[config.mk]
export PLATFORM = sky130hd
export DESIGN_NAME = rsk_cell
export DESIGN_NICKNAME = d
export VERILOG_FILES = /design/src/sv/rsk_pkg.sv /design/src/sv/rsk_cell.sv
export SDC_FILE = /design/constraint.sdc
export NUM_CORES = 1
export LEC_CHECK = 0
export BUFFER_PORTS_ARGS = -buffer_cell sky130_fd_sc_hd__buf_2
export CAP_MARGIN = 5
export CORE_AREA = 2 2 103 105
export CTS_BUF_LIST = sky130_fd_sc_hd__clkbuf_4 sky130_fd_sc_hd__clkbuf_8 sky130_fd_sc_hd__clkbuf_16
export CTS_CLUSTER_DIAMETER = 40
export DETAILED_ROUTE_END_ITERATION = 7
export DIE_AREA = 0 0 105 107
export PLACE_DENSITY = 0.71
export SYNTH_ARGS = -nofsm -noshare
export SYNTH_HDL_FRONTEND = slang
export SYNTH_SLANG_ARGS = --single-unit
[constraint.sdc]
create_clock -name clk -period 6.3 [get_ports clk]
set_clock_uncertainty 0.15 [all_clocks]
set_input_delay 0.945 -clock clk [delete_from_list [all_inputs] [get_ports clk]]
set_output_delay 0.945 -clock clk [all_outputs]
set_load 0.05 [all_outputs]
[src/sv/rsk_pkg.sv]
package rsk_pkg;

	// Batch capacity, tag width and key width
	localparam int MAX_RECORDS = 64;
	localparam int TAG_BITS    = 48;
	localparam int KEY_BITS    = 16;
	// Fill count must hold MAX_RECORDS itself
	localparam int CNT_W       = $clog2(MAX_RECORDS + 1);

	typedef logic signed [KEY_BITS-1:0] key_t;
	typedef logic [TAG_BITS-1:0]        tag_t;
	typedef logic [CNT_W-1:0]           cnt_t;

	// Controller phases
	typedef enum logic {
		ST_FILL,
		ST_DRAIN
	} state_t;

	// Per-cycle command broadcast to every cell
	typedef struct packed {
		logic ins_en;    // insert the broadcast word this cycle
		logic shift_out; // move every record one cell toward the head
	} cell_ctl_t;

endpackage

[src/sv/rsk_cell.sv]
module rsk_cell (
	input  logic              clk,
	input  rsk_pkg::cell_ctl_t ctl,
	input  logic              occ,
	input  rsk_pkg::key_t     new_key,
	input  rsk_pkg::tag_t     new_tag,
	input  rsk_pkg::key_t     left_key,
	input  rsk_pkg::tag_t     left_tag,
	input  logic              left_gt,
	input  logic              left_open,
	input  rsk_pkg::key_t     right_key,
	input  rsk_pkg::tag_t     right_tag,
	output rsk_pkg::key_t     key,
	output rsk_pkg::tag_t     tag,
	output logic              gt,
	output logic              open
);
	import rsk_pkg::*;

	key_t key_q;
	tag_t tag_q;

	// Strictly greater keeps equal keys in arrival order
	assign gt   = occ && (key_q > new_key);
	assign open = gt || !occ;
	assign key  = key_q;
	assign tag  = tag_q;

	// Payload only: occupancy comes from the fill count
	always_ff @(posedge clk) begin
		if (ctl.shift_out) begin
			key_q <= right_key;
			tag_q <= right_tag;
		end else if (ctl.ins_en) begin
			if (left_gt) begin
				key_q <= left_key;
				tag_q <= left_tag;
			end else if (open && !left_open) begin
				key_q <= new_key;
				tag_q <= new_tag;
			end
		end
	end

endmodule

==> metrics.md, run 1 <==
| Metric | Value |
|---|---|
| Outcome | `complete, no violations` |
| Post-synthesis sequential area ratio | `52.58%` |
| Max-slew violation count | `0` |
| Max-cap viol count | `0` |
| GRT Overall Usage | `17.27%` |
| DP Area | `roughly 5000 µm²` |
| CP Launch Type | `input pin` |
| Grt total ovfl | `0` |
| Rows | `37` |
| Worst-path clk slew | `0.08 ns` |
| Final net count | `806` |
| Final setup violation count | `0` |
| Synth cell types | `24` |
| CP max FO | `3` |
| Die Wd | `105 µm` |
| Total Neg Setup Slack | `0 ns` |
| Static leakage | `2.680 nW` |
| Drt first pass iters | `4` |
| Layout cells sized above 1 | `~47%` |
| Total number of vias | `3414` |
| DR WL/cell | `13.63 µm` |
| Largest net degree at the start of global routing | `131` |
| Net Count, Synth | `552` |
| Combinational power share | `31.9%` |
| Critical path class | `input pin to primary output` |
| Post-Syn Instances | `338` |
| Placer Congestion | `0.7972` |
| Post-CTS sizing | `0` |
| Hold Violations, Final | `0` |
| CTS Hold Bufs | `0` |
| Total power | `0.001301 W` |
| Crit path time final | `4.244 ns` |
| Slew at the pin with the worst max-slew slack | `slightly above 1 ns` |
| Fillers | `962` |
| Initial antenna violation count | `1` |
| Num Clock Sinks | `64` |
| Die Ht | `roughly 110 µm` |
| # IOs | `between 200 and 300` |
| Worst Setup Slack, final | `2.056 ns` |
| Util after Layout | `52.23%` |
| Avg Vias per Cell | `4.651` |
| Synth-to-Final Area Change | `44.23%` |
| Post-place setup slack | `2.059 ns` |
| Internal Power | `0.0008405 W` |
| Synthesized flop and latch total | `64` |
| Cell Pwr Density | `around 250 nW/µm²` |
| Psw | `0.0004603 W` |
| Slew margin rel. | `32.10%` |
| Peak VDD IR | `approximately 120 µV` |
| Vias in the first global route | `about 3500` |
| Tcrit/Tclk final | `roughly two thirds` |
| Hold Path Class | `input pin to flop` |
| H-tree depth | `3` |
| First-iteration detailed-routing DRC count | `about 120` |
| Netlist Area Pre-Place | `3655 µm²` |
| Final Cell Area | `5271 µm²` |
| CP endpoint kind | `primary output` |
| Syn Area/Cell | `around 11 µm²` |
| Clock buffer depth | `2` |
| Initial Util | `around 36%` |
| First-pass GRT wire length | `15610 µm` |
| Post-CTS Repair Setup Buffers | `0` |
| CTS buffer count | `9` |
| Post-DP HPWL | `7848 µm` |
| Routed WL | `10000 µm` |
| DRC | `0` |
| Clk_lat worst skew | `0.33 ns` |
| Part of the power in registers | `41.8%` |
| CORE AREA | `10090 µm²` |
| Clock Power Share | `26.3%` |
| RSZ-0062 raised after global routing | `false` |
| Final ANT Viol Nets | `0` |
| Worst EP required | `roughly 5.2 ns` |
| Achievable frequency | `0.2356 GHz` |
| CTS tree | `built` |
| Yosys Warn Count | `0` |
| Switching part of the total | `between 30% and 40%` |
| IO Port Bufs | `between 200 and 300` |
| Die area | `11240 µm²` |
| Clk root buf | `clkbuf_8` |
| R2r setup slk | `about 2.8 ns` |
| Crit path DAT | `approximately 3.2 ns` |
-- layout by cell type, fill, tap and decap left out, drive strengths merged --
master    synthesis  layout
and2              1       1
nand2            67      67
o221a             1       1
bufinv            0       1
nand4             4       4
nor3              1       1
o211ai            1       1
clkinvlp          0       1
a41o              1       1
clkbuf           16      10
buf               5     264
a21oi             6       6
nor2              1       1
inv              16      16
nand2b            1       1
nor2b             1       1
a2111oi           1       1
a21o              2       2
diode             0       1
nand3             2       2
or4b              1       1
mux2i            65      65
edfxtp           64      64
clkinv            0       4
o21ai            64      64
o41ai             1       1
ha               16      16
-- worst paths after layout --
kind / endpoint / cells after the start / from
worst max-delay path: gt / 10 / new_key[7]
worst min-delay path: tag[44] / 3 / right_tag[44]
worst max register to register: key[0] / 7 / key[7]
worst min register to register: key[12] / 3 / key[15]
-- power by group through the flow --
stage	Sequential (W)	Clock, W	Combinational (W)
6_report	0.000544	0.000342	0.000414
5_1_grt	0.000550	0.000370	0.000443
4_1_cts	0.000545	0.000352	0.000418
3_5_place_dp	0.000554	0	0.000418
3_3_place_gp	0.000553	0	0.000411
2_1_floorplan	0.000722	0	0.000112
-- cell families (layout without fill, tap and decap cells) --
family,count (synthesis),count (layout),share of synthesized area [%]
fa+ha+maj,16,16,5.478
flops,64,64,52.58
simple gates,79,79,8.867
compound gates,77,77,11.30
buf+inv,37,296,3.971
mux,65,65,17.80
other cells,0,1,0
-- layer usage --
metal	GRT usage, %	part of all wire, %
met4	6.000	2.1
met5	0	0
met1	17.94	38
met2	33.07	53
met3	4.924	6.7
-- critical path: stages --
cell and delay, ns:
buf_2 0.08, inv_1 0.04, ha_1 0.31, a41o_1 0.24, a21oi_1 0.13, nor3_1 0.06, or4b_1 0.52, mux2i_1 0.37
and2_1 0.19, buf_2 0.26
-- through the flow --
stage	std cells	hold WS, ns
after floorplan	338	0.9821
after global placement	717	1.078
after detailed placement	717	1.078
after CTS	733	0.7251
after global routing	734	0.7265
final	734	0.7418
-- Yosys cell counts --
cell type	n	area [µm²]
a2111oi_0	1	8.760
a21o_1	1	7.510
a21o_2	1	8.760
a21oi_1	6	30.03
a41o_1	1	10.01
and2_1	1	6.260
buf_2	5	25.02
clkbuf_1	16	60.06
edfxtp_1	64	1922
ha_1	16	200.2
inv_1	16	60.06
mux2i_1	65	650.6
nand2_1	67	251.5
nand2b_1	1	6.260
nand3_1	2	10.01
nand4_1	4	25.02
nor2_1	1	3.750
nor2b_1	1	6.260
nor3_1	1	5.000
o211ai_1	1	7.510
o21ai_0	64	320.3
o221a_1	1	11.26
o41ai_1	1	8.760
or4b_1	1	10.01
-- state kept, by name, summed over array words and instances (netlist names) --
name / cells
tag: 48
key: 16
-- final cells by class --
class                   count  area, µm²  area share [%]
inverters                  16      60.06           1.139
clock inverters             6      60.06           1.139
diodes                      1      2.502         0.04747
well taps                 136      170.2           3.228
flip-flops and latches     64       1922           36.46
repair buffers            264       1329           25.21
clock buffers              10      131.4           2.492
multi-input cells         237       1597           30.29
Power figures use the tool's default switching activity.
==> run 2, diff against run 1 <==
--- a/config.mk
+++ b/config.mk
@@ -7,12 +7,12 @@
 export LEC_CHECK = 0
 export BUFFER_PORTS_ARGS = -buffer_cell sky130_fd_sc_hd__buf_2
 export CAP_MARGIN = 5
-export CORE_AREA = 2 2 103 105
+export CORE_AREA = 2 2 104 106
 export CTS_BUF_LIST = sky130_fd_sc_hd__clkbuf_4 sky130_fd_sc_hd__clkbuf_8 sky130_fd_sc_hd__clkbuf_16
 export CTS_CLUSTER_DIAMETER = 40
 export DETAILED_ROUTE_END_ITERATION = 7
-export DIE_AREA = 0 0 105 107
-export PLACE_DENSITY = 0.71
+export DIE_AREA = 0 0 106 108
+export PLACE_DENSITY = 0.69
 export SYNTH_ARGS = -nofsm -noshare
 export SYNTH_HDL_FRONTEND = slang
 export SYNTH_SLANG_ARGS = --single-unit
==> constraint.sdc (replaced) <==
create_clock -name clk -period 4.3 [get_ports clk]
set_clock_uncertainty 0.15 [all_clocks]
set_input_delay 0.645 -clock clk [delete_from_list [all_inputs] [get_ports clk]]
set_output_delay 0.645 -clock clk [all_outputs]
set_load 0.05 [all_outputs]
==> run 2 against run 1 <==
Die area up 1.9%; combinational power up 48%; design area grew 0.28%; largest cell class unchanged; clock power increased by 44%; routed wire length increased by 5.3%; total power is 46% higher; flip-flop and latch count is the same; critical path type unchanged.
==> metrics.md, run 2 (synthesized netlist as in run 1, its figures left out) <==
| Metric | Value |
|---|---|
| Final ANT Viol Nets | `0 (unchanged)` |
| Initial antenna violation count | `0 (was 1)` |
| Post-DP HPWL | `8504 µm (was 7848 µm)` |
| CP Launch Type | `input pin (unchanged)` |
| H-tree depth | `3 (unchanged)` |
| Critical path class | `input pin to primary output (unchanged)` |
| Slowest-stage cell, CP | `or4b_1 (unchanged)` |
| GRT Overall Usage | `18.28% (was 17.27%)` |
| Antenna Cells | `0 (was 1)` |
| CP most frequent cell | `buf_2 (unchanged)` |
| Vias in the first global route | `3492 (was 3534)` |
| Die area | `11450 µm² (was 11240 µm²)` |
| Achievable frequency | `0.2754 GHz` |
| Placer Congestion | `0.8248 (was 0.7972)` |
| Num Clock Sinks | `64 (unchanged)` |
| Post-place setup slack | `0.6885 ns (was 2.059 ns)` |
| Max reg flops | `48 (unchanged)` |
| Buf/Inv on CP | `3 (unchanged)` |
| Final setup violation count | `0 (unchanged)` |
| R2r setup slk | `1.11 ns (was 2.79 ns)` |
| Max-slew violation count | `0 (unchanged)` |
| Crit path DAT | `2.84 ns (was 3.15 ns)` |
| Outcome | `complete, no violations (unchanged)` |
| Total power | `0.001905 W (was 0.001301 W)` |
| Most common cell after layout, fill and taps aside | `buf_2 (unchanged)` |
| Die Ht | `108 µm (was 107 µm)` |
| Hold Violations, Final | `0 (unchanged)` |
| # IOs | `264 (unchanged)` |
| First-iteration detailed-routing DRC count | `146 (was 123)` |
| Cell Pwr Density | `360.4 nW/µm² (was 246.8 nW/µm²)` |
| Slew margin rel. | `56.75% (was 32.10%)` |
| Largest net degree at the start of global routing | `71 (was 131)` |
| Worst-path clk slew | `0.07 ns (was 0.08 ns)` |
| First-pass GRT wire length | `16030 µm (was 15610 µm)` |
| Initial Util | `35.72% (was 36.21%)` |
| IO Port Bufs | `263 (unchanged)` |
| Crit-path leading delay family | `simple AND/OR/NAND/NOR gates (unchanged)` |
| RSZ-0062 raised after global routing | `false (unchanged)` |
| Max-cap viol count | `0 (unchanged)` |
| Clock buffer depth | `2 (unchanged)` |
| Die Wd | `106 µm (was 105 µm)` |
| CP endpoint kind | `primary output (unchanged)` |
| Total Neg Setup Slack | `0 ns (unchanged)` |
| CTS Hold Bufs | `0 (unchanged)` |
| Final Cell Area | `5286 µm² (was 5271 µm²)` |
| Crit path time final | `~3.6 ns` |
| DR WL/cell | `14.32 µm (was 13.63 µm)` |
| Layout cells sized above 1 | `47.17% (was 47.07%)` |
| Clk_lat worst skew | `0.33 ns (about the same)` |
| Worst Setup Slack, final | `0.6695 ns (was 2.056 ns)` |
| CTS buffer count | `9 (unchanged)` |
| Total number of vias | `3483 (was 3414)` |
| Slew at the pin with the worst max-slew slack | `0.6488 ns (was 1.018 ns)` |
| DP Area | `5100 µm² (was 5077 µm²)` |
| Peak VDD IR | `133.3 µV (was 125.0 µV)` |
| Avg Vias per Cell | `4.732 (was 4.651)` |
| Synth-to-Final Area Change | `44.64% (was 44.23%)` |
| Commonest cells after routing, fill and taps aside | `buf_2 (261), nand2_1 (67), mux2i_1 (65) (unchanged)` |
| Routed WL | `10540 µm (was 10000 µm)` |
| CP max FO | `3 (unchanged)` |
| Tcrit/Tclk final | `between 80% and 90%` |
| Post-CTS sizing | `0 (unchanged)` |
| Rows | `37 (unchanged)` |
| Hold Path Class | `input pin to flop (unchanged)` |
| Critical path, cell by cell | `buf_2 -> inv_1 -> ha_1 -> a41o_1 -> a21oi_1 -> nor3_1 -> or4b_1 -> mux2i_1 -> and2_1 -> buf_2 (unchanged)` |
| Worst path max stage delay | `0.52 ns (about the same)` |
| Grt total ovfl | `0 (unchanged)` |
| Final net count | `809 (was 806)` |
| Post-CTS Repair Setup Buffers | `0 (unchanged)` |
| CORE AREA | `10230 µm² (was 10090 µm²)` |
| Clk root buf | `clkbuf_8 (unchanged)` |
| Drt first pass iters | `4 (unchanged)` |
| DRC | `0 (unchanged)` |
| Worst EP required | `3.50 ns (was 5.20 ns)` |
| Static leakage | `2.696 nW (was 2.680 nW)` |
| CTS tree | `built (unchanged)` |
-- run 2: path summary, 6_finish.rpt --
path,start,end,cells past startpoint
max,new_key[7],gt,10
min,right_key[9],key[9],3
max reg2reg,key[7],tag[33],8
min reg2reg,key[15],tag[0],4
-- run 2: layout make-up --
| type | count | area (µm²) |
|---|---|---|
| Clock buffer | 11 | 138.9 |
| Clock inverter | 5 | 47.55 |
| Fill cell | 971 | 4945 |
| Inverter | 16 | 60.06 |
| Multi-Input combinational cell | 237 | 1597 |
| Sequential cell | 64 | 1922 |
| Tap cell | 136 | 170.2 |
| Timing Repair Buffer | 267 | 1351 |
-- run 2: power breakdown --
part,switching (W),total [W],internal [W]
clock network,0.000217,0.000492,0.000275
logic,0.000428,0.000614,0.000187
registers,0.0000223,0.000799,0.000777
total,0.000667,0.00191,0.00124
-- run 2: per-stage QoR --
step                hold WS (ns)  utilization (%)  cells
floorplan                 0.6821                -    338
global placement          0.7802            49.85    720
detailed placement        0.7784            49.85    720
CTS                       0.4107            51.67    736
global route              0.4305            51.67    736
finish                    0.4392            51.67    736
-- run 2: tightest hold or removal path, cell delays in order --
cell and delay (ns):
buf_2 0.07, nand2_1 0.04, o21ai_0 0.05
-- run 2: metal layers --
layer / track usage, % / up-vias / share of wire (%)
li1: - / 1744 / -
met1: 18.08 / 1544 / 37
met2: 33.78 / 166 / 53
met3: 5.666 / 29 / 7.3
met4: 10.71 / 0 / 3.2
met5: 0 / - / 0
==> run 3, diff against run 2 <==
==> constraint.sdc (replaced) <==
create_clock -name clk -period 3.58 [get_ports clk]
set_clock_uncertainty 0.15 [all_clocks]
set_input_delay 0.537 -clock clk [delete_from_list [all_inputs] [get_ports clk]]
set_output_delay 0.537 -clock clk [all_outputs]
set_load 0.05 [all_outputs]
==> run 3 against run 2 <==
Design area increased by 0.62%; flip-flop and latch count stayed put; first-iteration DRC count is 20% lower; routed wire length fell by 2.6%; non-clock buffer count is the same; final cell count shrank 0.14%; register-to-register slack worse by 0.43 ns; critical endpoint unchanged; largest power group unchanged; highest routed layer unchanged.
==> metrics.md, run 3 (synthesized netlist as in run 1, its figures left out) <==
| Metric | Value |
|---|---|
| Worst EP required | `2.89 ns (was 3.50 ns)` |
| Num Clock Sinks | `64 (unchanged)` |
| Worst path max stage delay | `0.57 ns (was 0.52 ns)` |
| Util after Layout | `51.99% (was 51.67%)` |
| Crit path time final | `3.377 ns` |
| RSZ-0062 raised after global routing | `false (unchanged)` |
| Layout cells sized above 1 | `47.25% (was 47.17%)` |
| CTS buffer count | `9 (unchanged)` |
| Area of the multi-input gates | `1609 µm² (was 1597 µm²)` |
| Clk_lat worst skew | `0.32 ns (was 0.33 ns)` |
| Outcome | `complete, no violations (unchanged)` |
| Peak VDD IR | `171.2 µV (was 133.3 µV)` |
| Die Wd | `106 µm (unchanged)` |
| Placer Congestion | `0.7731 (was 0.8248)` |
| Crit path DAT | `2.69 ns (was 2.84 ns)` |
| Worst-path clk slew | `0.07 ns (about the same)` |
| DR WL/cell | `13.96 µm (was 14.32 µm)` |
| CTS tree | `built (unchanged)` |
| Hold Violations, Final | `0 (unchanged)` |
| GRT Overall Usage | `17.56% (was 18.28%)` |
| Total Neg Setup Slack | `0 ns (unchanged)` |
| Critical path class | `flop to primary output (was input pin to primary output)` |
| Worst r2r src | `key[6] (was key[7])` |
| CP max FO | `3 (unchanged)` |
| Vias in the first global route | `3472 (was 3492)` |
| Die Ht | `108 µm (unchanged)` |
| End point of the critical path | `gt (unchanged)` |
| Cell Pwr Density | `417.9 nW/µm² (was 360.4 nW/µm²)` |
| Final Cell Area | `5319 µm² (was 5286 µm²)` |
| RR Endpoint | `key[5] (was tag[33])` |
| CP Launch Type | `flop (was input pin)` |
| Grt total ovfl | `0 (unchanged)` |
| Most common cell after layout, fill and taps aside | `buf_2 (unchanged)` |
| Placed instance count | `720 (unchanged)` |
| Routed WL | `10260 µm (was 10540 µm)` |
| Post-DP HPWL | `8242 µm (was 8504 µm)` |
| CTS Hold Bufs | `0 (unchanged)` |
| First-pass GRT wire length | `15640 µm (was 16030 µm)` |
| Worst-case reg-to-reg path depth | `8 (unchanged)` |
| Slew margin rel. | `58.49% (was 56.75%)` |
| R2r setup slk | `0.68 ns (was 1.11 ns)` |
| Initial antenna violation count | `0 (unchanged)` |
| Max-slew violation count | `0 (unchanged)` |
| Final setup violation count | `0 (unchanged)` |
| Synth-to-Final Area Change | `45.53% (was 44.64%)` |
| Initial Util | `35.72% (unchanged)` |
| Drt first pass iters | `6 (was 4)` |
| Max reg flops | `48 (unchanged)` |
| H-tree depth | `3 (unchanged)` |
| Achievable frequency | `about 0.30 GHz` |
| Static leakage | `2.697 nW (was 2.696 nW)` |
| Slowest-stage cell, CP | `or4b_1 (unchanged)` |
| Critical path, cell by cell | `ha_1 -> a21o_2 -> a21oi_1 -> nor3_1 -> or4b_1 -> mux2i_4 -> and2_1 -> buf_2 (was buf_2 -> inv_1 -> ha_1 -> a41o_1 -> a21oi_1 -> nor3_1 -> or4b_1 -> mux2i_1 -> and2_1 -> buf_2)` |
| Fillers | `985 (was 971)` |
| Avg Vias per Cell | `4.686 (was 4.732)` |
| Commonest cells after routing, fill and taps aside | `buf_2 (261), nand2_1 (67), mux2i_1 (64), o21ai_0 (64), edfxtp_1 (64) (was buf_2 (261), nand2_1 (67), mux2i_1 (65))` |
| Clock buffer depth | `2 (unchanged)` |
| # IOs | `264 (unchanged)` |
| Register area | `1922 µm² (unchanged)` |
| Final ANT Viol Nets | `0 (unchanged)` |
| Slew at the pin with the worst max-slew slack | `0.6226 ns (was 0.6488 ns)` |
| Die area | `11450 µm² (unchanged)` |
| IO Port Bufs | `263 (unchanged)` |
| First-iteration detailed-routing DRC count | `117 (was 146)` |
| Final net count | `809 (unchanged)` |
| Largest net degree at the start of global routing | `71 (unchanged)` |
| Max-cap viol count | `0 (unchanged)` |
| DP Area | `5150 µm² (was 5100 µm²)` |
| Antenna Cells | `0 (unchanged)` |
| Total number of vias | `3444 (was 3483)` |
| DRC | `0 (unchanged)` |
| Hold Path Class | `input pin to flop (unchanged)` |
| Worst Setup SP | `key[6] (was new_key[7])` |
| CP endpoint kind | `primary output (unchanged)` |
| Clk root buf | `clkbuf_8 (unchanged)` |
| Rows | `37 (unchanged)` |
| Hold Path Origin | `right_tag[25] (was right_key[9])` |
| Non-Filler Instances | `735 (was 736)` |
| Tcrit/Tclk final | `94.33%` |
| CORE AREA | `10230 µm² (unchanged)` |
run 3: metal layers:
metal	global-route usage, %	share of wire (%)	up-vias
met5	0	0	-
met3	5.485	7.9	19
met4	6.673	2.0	0
met2	33.18	53	156
li1	-	-	1746
met1	18.19	37	1523
run 3: cell type report:
| type | count | area share, % |
|---|---|---|
| clock inverter | 5 | 0.4705 |
| sequential | 64 | 36.13 |
| inverter | 16 | 1.129 |
| clock buffer | 10 | 2.470 |
| timing repair buffer | 267 | 26.35 |
| tap | 136 | 3.199 |
| multi-input combinational | 237 | 30.25 |
run 3: where the power goes:
| part | switching (W) | leakage (nW) | internal, W |
|---|---|---|---|
| combinational | 0.000514 | 1.97 | 0.000237 |
| sequential | 0.0000258 | 0.648 | 0.000932 |
| clock | 0.000266 | 0.0804 | 0.000248 |
run 3: worst min-delay path by stage:
stage | end | cells after the start
6_report | tag[25] | 3
5_1_grt | tag[25] | 3
4_1_cts | tag[44] | 3
3_5_place_dp | tag[44] | 3
3_3_place_gp | tag[9] | 3
2_1_floorplan | key[13] | 2
run 3: worst max-delay path, delay by kind of cell (launching register included):
family / cells / cell delay, ns
buf+inv: 1 / 0.25
simple gates: 3 / 0.77
compound gates: 2 / 0.34
mux: 1 / 0.25
fa+ha+maj: 1 / 0.33
flops: 1 / 0.42
run 3: repair_timing:
| item | 4_1_cts | 5_1_grt |
|---|---|---|
| setup buffers | 0 | 0 |
| hold endpoints to repair | 0 | 0 |
| resized for setup | 0 | 2 |
| endpoints found under the setup margin | 0 | 2 |
run 3: through the flow:
step                setup slack [ns]  hold slack (ns)  power, W
finish                        0.2029           0.3373  0.002223
detailed placement            0.1799           0.6725  0.001726
floorplan                     0.2632           0.5741  0.001468
global route                 0.04474           0.3089  0.002343
CTS                          0.07743           0.3174  0.002243
global placement              0.1946           0.6671  0.001709
